[config.mk]
export PLATFORM = sky130hd
export DESIGN_NAME = lightgun_pad_serial_responder_top
export DESIGN_NICKNAME = d
export VERILOG_FILES = /design/src/rtl/lgpsr_pkg.sv /design/src/rtl/lgpsr_apb.sv /design/src/rtl/lgpsr_engine.sv /design/src/rtl/lightgun_pad_serial_responder_top.sv
export SDC_FILE = /design/constraint.sdc
export NUM_CORES = 1
export LEC_CHECK = 0
export ABC_AREA = 1
export BUFFER_PORTS_ARGS = -buffer_cell sky130_fd_sc_hd__buf_2
export CAP_MARGIN = 30
export CORE_MARGIN = 4
export CORE_UTILIZATION = 40
export CTS_CLUSTER_DIAMETER = 100
export DETAILED_ROUTE_END_ITERATION = 6
export GPL_TIMING_DRIVEN = 0
export PLACE_DENSITY = 0.56
export SYNTH_ARGS = -nofsm -noshare
export SYNTH_HDL_FRONTEND = slang
export SYNTH_SLANG_ARGS = --single-unit
[constraint.sdc]
create_clock -name clk_i -period 4.6 [get_ports clk_i]
set_input_delay 0.92 -clock clk_i [delete_from_list [all_inputs] [get_ports clk_i]]
set_output_delay 0.92 -clock clk_i [all_outputs]
set_load 0.05 [all_outputs]
[src/rtl/lgpsr_pkg.sv]
`default_nettype none
package lgpsr_pkg;

  // operation codes of an input item
  localparam logic [1:0] OP_EXCHANGE = 2'd0;
  localparam logic [1:0] OP_BUTTON   = 2'd1;
  localparam logic [1:0] OP_DESELECT = 2'd2;

  // button codes
  localparam logic [1:0] BTN_TRIGGER  = 2'd0;
  localparam logic [1:0] BTN_A        = 2'd1;
  localparam logic [1:0] BTN_B        = 2'd2;
  localparam logic [1:0] BTN_SHOOT_OS = 2'd3;

  // button bit positions in the active-low button word
  localparam logic [3:0] BIT_TRIGGER = 4'd13;
  localparam logic [3:0] BIT_A       = 4'd3;
  localparam logic [3:0] BIT_B       = 4'd14;

  // protocol bytes
  localparam logic [15:0] PAD_ID     = 16'h5A63;
  localparam logic [7:0]  CMD_SELECT = 8'h01;
  localparam logic [7:0]  CMD_READ   = 8'h42;
  localparam logic [7:0]  IDLE_REPLY = 8'hFF;
  localparam logic [15:0] OFF_X      = 16'h0001;
  localparam logic [15:0] OFF_Y      = 16'h000A;

  // configuration register map
  localparam int unsigned   PADDR_W        = 3;
  localparam logic          REG_TICK_SCALE = 1'b0;
  localparam logic [15:0]   TICK_SCALE_RST = 16'd9851;

  typedef struct packed {
    logic [1:0]  operation;
    logic [7:0]  data_in;
    logic [1:0]  btn_sel;
    logic        pressed;
    logic        aim_valid;
    logic [11:0] beam_tick;
    logic [8:0]  beam_line;
  } in_item_t;

  typedef struct packed {
    logic [7:0] reply_byte;
    logic       ack;
  } out_item_t;

endpackage
`default_nettype wire

[src/rtl/lgpsr_apb.sv]
`default_nettype none
module lgpsr_apb
  import lgpsr_pkg::*;
(
  input  wire logic               clk_i,
  input  wire logic               rst_ni,
  input  wire logic               psel,
  input  wire logic               penable,
  input  wire logic               pwrite,
  input  wire logic [PADDR_W-1:0] paddr,
  input  wire logic [31:0]        pwdata,
  output logic      [31:0]        prdata,
  output logic                    pready,
  output logic      [15:0]        tick_scale_o
);

  logic [15:0] scale_q;
  logic        sel_scale;

  // register decode on the word address bit
  assign sel_scale = (paddr[PADDR_W-1] == REG_TICK_SCALE);
  assign pready    = 1'b1;

  always_ff @(posedge clk_i or negedge rst_ni) begin
    if (!rst_ni) begin
      scale_q <= TICK_SCALE_RST;
    end else if (psel && penable && pwrite && pready && sel_scale) begin
      scale_q <= pwdata[15:0];
    end
  end

  // read back
  assign prdata       = sel_scale ? {16'b0, scale_q} : 32'b0;
  assign tick_scale_o = scale_q;

endmodule
`default_nettype wire

[src/rtl/lgpsr_engine.sv]
`default_nettype none
module lgpsr_engine
  import lgpsr_pkg::*;
(
  input  wire logic        clk_i,
  input  wire logic        rst_ni,
  input  wire logic        fire_i,
  input  wire in_item_t    item_i,
  input  wire logic [15:0] tick_scale_i,
  output logic             has_res_o,
  output out_item_t        res_o
);

  typedef enum logic [3:0] {
    PH_IDLE  = 4'd0,
    PH_READY = 4'd1,
    PH_IDHI  = 4'd2,
    PH_BTNLO = 4'd3,
    PH_BTNHI = 4'd4,
    PH_XLO   = 4'd5,
    PH_XHI   = 4'd6,
    PH_YLO   = 4'd7,
    PH_YHI   = 4'd8
  } phase_e;

  phase_e      phase_q, phase_d;
  logic [15:0] buttons_q, buttons_d;
  logic        offscr_q, offscr_d;
  logic [15:0] aim_x_q, aim_x_d;
  logic [15:0] aim_y_q, aim_y_d;
  logic [27:0] prod;
  logic [3:0]  btn_bit;
  logic [15:0] btn_mask;
  logic        btn_down;
  logic        btn_apply;

  // beam ticks scaled to 8 MHz units
  assign prod = {16'b0, item_i.beam_tick} * {12'b0, tick_scale_i};

  // which bit a button event touches
  always_comb begin
    btn_bit   = BIT_TRIGGER;
    btn_apply = 1'b1;
    case (item_i.btn_sel)
      BTN_A:        btn_bit = BIT_A;
      BTN_B:        btn_bit = BIT_B;
      BTN_SHOOT_OS: btn_apply = (item_i.pressed != offscr_q);
      default:      btn_bit = BIT_TRIGGER;
    endcase
  end

  assign btn_mask = 16'(16'd1 << btn_bit);
  assign btn_down = item_i.pressed;

  assign has_res_o = (item_i.operation == OP_EXCHANGE);

  // next state and reply byte
  always_comb begin
    phase_d   = phase_q;
    buttons_d = buttons_q;
    offscr_d  = offscr_q;
    aim_x_d   = aim_x_q;
    aim_y_d   = aim_y_q;
    res_o.reply_byte = IDLE_REPLY;
    res_o.ack        = 1'b0;
    case (item_i.operation)
      OP_BUTTON: begin
        if (btn_apply) begin
          buttons_d = btn_down ? (buttons_q & ~btn_mask) : (buttons_q | btn_mask);
          if (item_i.btn_sel == BTN_SHOOT_OS) begin
            offscr_d = btn_down;
          end
        end
      end
      OP_DESELECT: phase_d = PH_IDLE;
      OP_EXCHANGE: begin
        unique case (phase_q)
          PH_READY: begin
            if (item_i.data_in == CMD_READ) begin
              res_o.reply_byte = PAD_ID[7:0];
              res_o.ack        = 1'b1;
              phase_d          = PH_IDHI;
            end
          end
          PH_IDHI: begin
            res_o.reply_byte = PAD_ID[15:8];
            res_o.ack        = 1'b1;
            phase_d          = PH_BTNLO;
          end
          PH_BTNLO: begin
            res_o.reply_byte = buttons_q[7:0];
            res_o.ack        = 1'b1;
            phase_d          = PH_BTNHI;
          end
          PH_BTNHI: begin
            res_o.reply_byte = buttons_q[15:8];
            res_o.ack        = 1'b1;
            phase_d          = PH_XLO;
          end
          PH_XLO: begin
            // latch the aim point here
            if (!item_i.aim_valid || offscr_q) begin
              aim_x_d = OFF_X;
              aim_y_d = OFF_Y;
            end else begin
              aim_x_d = {4'b0, prod[27:16]};
              aim_y_d = {7'b0, item_i.beam_line};
            end
            res_o.reply_byte = aim_x_d[7:0];
            res_o.ack        = 1'b1;
            phase_d          = PH_XHI;
          end
          PH_XHI: begin
            res_o.reply_byte = aim_x_q[15:8];
            res_o.ack        = 1'b1;
            phase_d          = PH_YLO;
          end
          PH_YLO: begin
            res_o.reply_byte = aim_y_q[7:0];
            res_o.ack        = 1'b1;
            phase_d          = PH_YHI;
          end
          PH_YHI: begin
            res_o.reply_byte = aim_y_q[15:8];
            phase_d          = PH_IDLE;
          end
          default: begin
            if (item_i.data_in == CMD_SELECT) begin
              res_o.ack = 1'b1;
              phase_d   = PH_READY;
            end else begin
              phase_d   = PH_IDLE;
            end
          end
        endcase
      end
      default: ;
    endcase
  end

  // pad state
  always_ff @(posedge clk_i or negedge rst_ni) begin
    if (!rst_ni) begin
      phase_q   <= PH_IDLE;
      buttons_q <= 16'hFFFF;
      offscr_q  <= 1'b0;
      aim_x_q   <= 16'h0000;
      aim_y_q   <= 16'h0000;
    end else if (fire_i) begin
      phase_q   <= phase_d;
      buttons_q <= buttons_d;
      offscr_q  <= offscr_d;
      aim_x_q   <= aim_x_d;
      aim_y_q   <= aim_y_d;
    end
  end

endmodule
`default_nettype wire

[src/rtl/lightgun_pad_serial_responder_top.sv]
`default_nettype none
// Light-gun pad responder for a byte-serial controller port. Each item is a
// serial byte exchange, a button event or a port deselect; only an exchange
// gives a result item (reply byte and acknowledge). An accepted item is held
// in an input register, where the phase logic and the 12x16 aim multiply act
// on it, and its result lands in an output register. One item is taken every
// cycle while results are drained; a stalled result holds back only the items
// behind it. The tick scale register sits at byte address 0 of the APB port
// and should be written while no items are in flight.
module lightgun_pad_serial_responder_top
  import lgpsr_pkg::*;
(
  input  wire logic               clk_i,
  input  wire logic               rst_ni,
  input  wire logic               in_valid_i,
  output logic                    in_ready_o,
  input  wire in_item_t           in_item_i,
  output logic                    out_valid_o,
  input  wire logic               out_ready_i,
  output out_item_t               out_item_o,
  input  wire logic               psel,
  input  wire logic               penable,
  input  wire logic               pwrite,
  input  wire logic [PADDR_W-1:0] paddr,
  input  wire logic [31:0]        pwdata,
  output logic      [31:0]        prdata,
  output logic                    pready
);

  logic        in_vld_q;
  in_item_t    in_q;
  logic        out_vld_q;
  out_item_t   out_q;
  logic        stg_fire;
  logic        has_res;
  out_item_t   res;
  logic [15:0] tick_scale;

  lgpsr_apb u_apb (
    .clk_i        (clk_i),
    .rst_ni       (rst_ni),
    .psel         (psel),
    .penable      (penable),
    .pwrite       (pwrite),
    .paddr        (paddr),
    .pwdata       (pwdata),
    .prdata       (prdata),
    .pready       (pready),
    .tick_scale_o (tick_scale)
  );

  lgpsr_engine u_engine (
    .clk_i        (clk_i),
    .rst_ni       (rst_ni),
    .fire_i       (stg_fire),
    .item_i       (in_q),
    .tick_scale_i (tick_scale),
    .has_res_o    (has_res),
    .res_o        (res)
  );

  // the held item moves on unless its result would overwrite a waiting one
  assign stg_fire   = in_vld_q && (!has_res || !out_vld_q || out_ready_i);
  assign in_ready_o = !in_vld_q || stg_fire;

  // input register
  always_ff @(posedge clk_i or negedge rst_ni) begin
    if (!rst_ni) begin
      in_vld_q <= 1'b0;
    end else if (in_ready_o) begin
      in_vld_q <= in_valid_i;
    end
  end

  always_ff @(posedge clk_i) begin
    if (in_valid_i && in_ready_o) begin
      in_q <= in_item_i;
    end
  end

  // result register
  always_ff @(posedge clk_i or negedge rst_ni) begin
    if (!rst_ni) begin
      out_vld_q <= 1'b0;
    end else if (stg_fire && has_res) begin
      out_vld_q <= 1'b1;
    end else if (out_ready_i) begin
      out_vld_q <= 1'b0;
    end
  end

  always_ff @(posedge clk_i) begin
    if (stg_fire && has_res) begin
      out_q <= res;
    end
  end

  assign out_valid_o = out_vld_q;
  assign out_item_o  = out_q;

`ifndef SYNTHESIS
  // a result never overwrites one the consumer has not taken
  assert property (@(posedge clk_i) disable iff (!rst_ni)
    stg_fire && has_res |-> !out_vld_q || out_ready_i)
    else $error("result register overrun");

  // a new result only comes from the input stage
  assert property (@(posedge clk_i) disable iff (!rst_ni)
    $rose(out_vld_q) |-> $past(stg_fire) && $past(has_res))
    else $error("result without a processed item");

  // backpressure at the input only with an item held
  assert property (@(posedge clk_i) disable iff (!rst_ni)
    !in_ready_o |-> in_vld_q && has_res && out_vld_q)
    else $error("input stalled without cause");
`endif

endmodule
`default_nettype wire
==> run metrics <==
run status finished with violations; failing checks negative setup slack; Max-cap violations 0; Core ar. 0.02533 sq mm; library cells used by synthesis 49; Die X 168.9 microns; Slew headroom 43.80%; CTS Buf Count 9; area of the multi-input gates 0.006770 sq mm; Area Overhead vs Synth 23.75%; Post-Synth Simple-Gate Area 18.98%; initial antenna violation count 0; DR vias 8318; unrepaired setup endpoints after global routing yes; Final period util 106.9%; CTS sink cnt 96; mux contribution to synthesized area 0.09670%; layout cell share with drive strength beyond 1 24.69%; Least-Margin Pin Slew 0.8417 ns; drt wl/cell 14.75 microns; final RePlAce weighted congestion 0.9018; Starting Density 40.87%; Data required, critical path 4.70 ns; Adder-Cell Fraction of Synth Area 34.86%; I/O Buffers 84; TNS Setup -2.861 ns; largest net degree at the start of global routing 37; Worst setup SP type flop; vias in the first global route 8842; reg-to-reg setup timing slack -0.32 ns; Worst R2R Start in_q[18]; Worst Skew 0.01843 ns; Pre-antenna DRT Iters 5; drt drc 0; register area 0.002654 sq mm; Hold WC Path Type reg -> reg; Worst setup startpoint in_q[18]; grt total ovfl 0; Final nets 1707; reg-to-reg endpoint out_item_o[6]; largest family of logic cells by synthesized area adder cells; Die Span Y 168.9 microns; design area 0.01281 sq mm; area of the mapped netlist 0.01035 sq mm; end of the critical path out_item_o[6]; commonest cells after routing, fill and taps aside 309 x nand2_1, 287 x inv_1, 128 x fa_1; final hold vios 0; Post-synth EDFFs 44; deepest clock path buffer count 2; Arrival @ worst endpoint 5.02 ns; post-synthesis compound-gate area fraction 5.572%; root buffer cell clkbuf_16; R2R depth 20; ys flop type edfxtp_1; CTS tree yes; Finish-stage setup viols 12; synthesis-stage register bit count 96; routed wire length 25960 microns; average via count per standard cell 4.726; Antenna diodes 0; clock latency on the worst-skew pair 0.36 ns; synthesized instance count 1270; commonest non-fill, non-tap cell in the layout nand2_1; # H-tree levels 3; GRT Util Overall 19.19%; Period minus WS final 4.918 ns; class of the most critical setup path reg -> reg; YS warnings 0; crit-path max FO 4; I/O pin cnt 121; Die ar. 0.02852 sq mm; dpl cell area 0.01143 sq mm; first-iteration detailed-routing DRC count 526; Min Hold Slack 0.4445 ns; Max Fclk 203.4 MHz; slack of the critical path -0.3175 ns; Worst Setup End Kind flop; Post-Syn Area per Cell 8.151 sq um; Antenna Nets Post-Route 0; Core Rows 58; sequential area share after synthesis 25.64%; Final Max Slew Viols 0; CTS clk-pin slew, worst paths 0.08 ns; hpwl dp 20590 microns; fill cell count 2454; Synth Area in XOR/XNOR 0.2538%; pre-CTS setup slack -0.7766 ns; fraction of registers with async set/reset 54.17%; first-pass GRT wire length 44080 microns
[cell usage after synthesis (3+ instances only)]
master	n	area, sq um
fa_1	139	2783
nor2_2	3	18.77
o22ai_1	5	31.28
o21bai_1	4	30.03
o21a_1	3	22.52
nor2_1	70	262.8
a21o_1	4	30.03
inv_2	3	11.26
a21oi_1	42	210.2
nor3_1	13	65.06
dfstp_2	25	656.9
or2_2	3	18.77
buf_1	4	15.01
nand3_1	31	155.2
clkbuf_1	48	180.2
o21ai_0	26	130.1
nand4_1	8	50.05
edfxtp_1	44	1321
ha_1	66	825.8
nand2_1	339	1272
nor4_1	3	18.77
nand3b_1	4	30.03
inv_1	306	1149
nand2_2	3	18.77
a22o_1	3	26.28
buf_4	18	135.1
dfrtp_1	27	675.7
[registers in the layout, summed over array words and instances (netlist names), named ones only]
signal	cells
in_q	35
in_vld_q	1
out_item_o	9
out_valid_o	1
u_apb.tick_scale_o	16
u_engine.aim_x_q	4
u_engine.aim_y_q	9
u_engine.buttons_q	9
u_engine.offscr_q	1
u_engine.phase_q	4
[worst max-delay path: stages, from the launching register on]
cell	delay, ns
edfxtp_1	0.38
clkbuf_8	0.15
buf_4	0.15
buf_4	0.16
nand2_1	0.06
inv_1	0.05
fa_1	0.55
fa_1	0.44
fa_2	0.55
fa_1	0.42
fa_1	0.50
ha_4	0.35
nand2_2	0.12
a21oi_1	0.27
nor2_4	0.07
nor2_1	0.09
nor2_1	0.07
nand3_1	0.11
nand2_1	0.07
nand3_2	0.06
nand2_1	0.05
[layer usage]
layer	vias to the layer above	GRT usage [%]	routed length [microns]
met3	26	2.312	1000
li1	4054	-	-
met4	0	4.693	439
met1	4086	26.35	11780
met5	-	0	0
met2	152	32.59	12740
[cells by family after synthesis]
kind of cell	count (synthesis)
adders and majority gates	205
AOI/OAI and AO/OA	99
xor gates and xnor gates	3
DFF	96
and+or+nand+nor	482
muxes	1
buffers and inverters	382
other	2
[how the worst min path moves through the flow]
stage / from / end / slack (ns) / cells after the start
floorplan: u_engine.buttons_q[11] / u_engine.buttons_q[11] / 0.43 / 1
global placement: u_engine.buttons_q[11] / u_engine.buttons_q[11] / 0.43 / 1
detailed placement: u_engine.buttons_q[7] / u_engine.buttons_q[7] / 0.44 / 1
CTS: flop / flop / 0.45 / 1
global route: flop / flop / 0.45 / 1
finish: flop / flop / 0.44 / 1
[per-stage QoR]
stage / utilization (%) / std cells
global route: 50.58 / 1760
detailed placement: 45.13 / 1700
finish: 50.58 / 1760
floorplan: - / 1285
global placement: 45.05 / 1699
CTS: 49.49 / 1747
[what timing repair did]
item	CTS	global route
resized for setup	137	62
cloned	0	1
pin swaps	44	33
hold buffers	0	0
endpoints found under the setup margin	12	12
buffers inserted	35	12
[final cells by class]
cell class,instances,share of cell area [%]
clock inverter,7,0.6740
tap,330,3.223
sequential,96,20.72
buffer,68,5.226
clock buffer,9,1.758
multi-input combinational,807,52.85
timing repair buffer,133,6.466
inverter,310,9.084
Power is left out: the tool's default activity adds up to more than one toggle a clock period on the data nets, which glitch-free logic cannot reach.
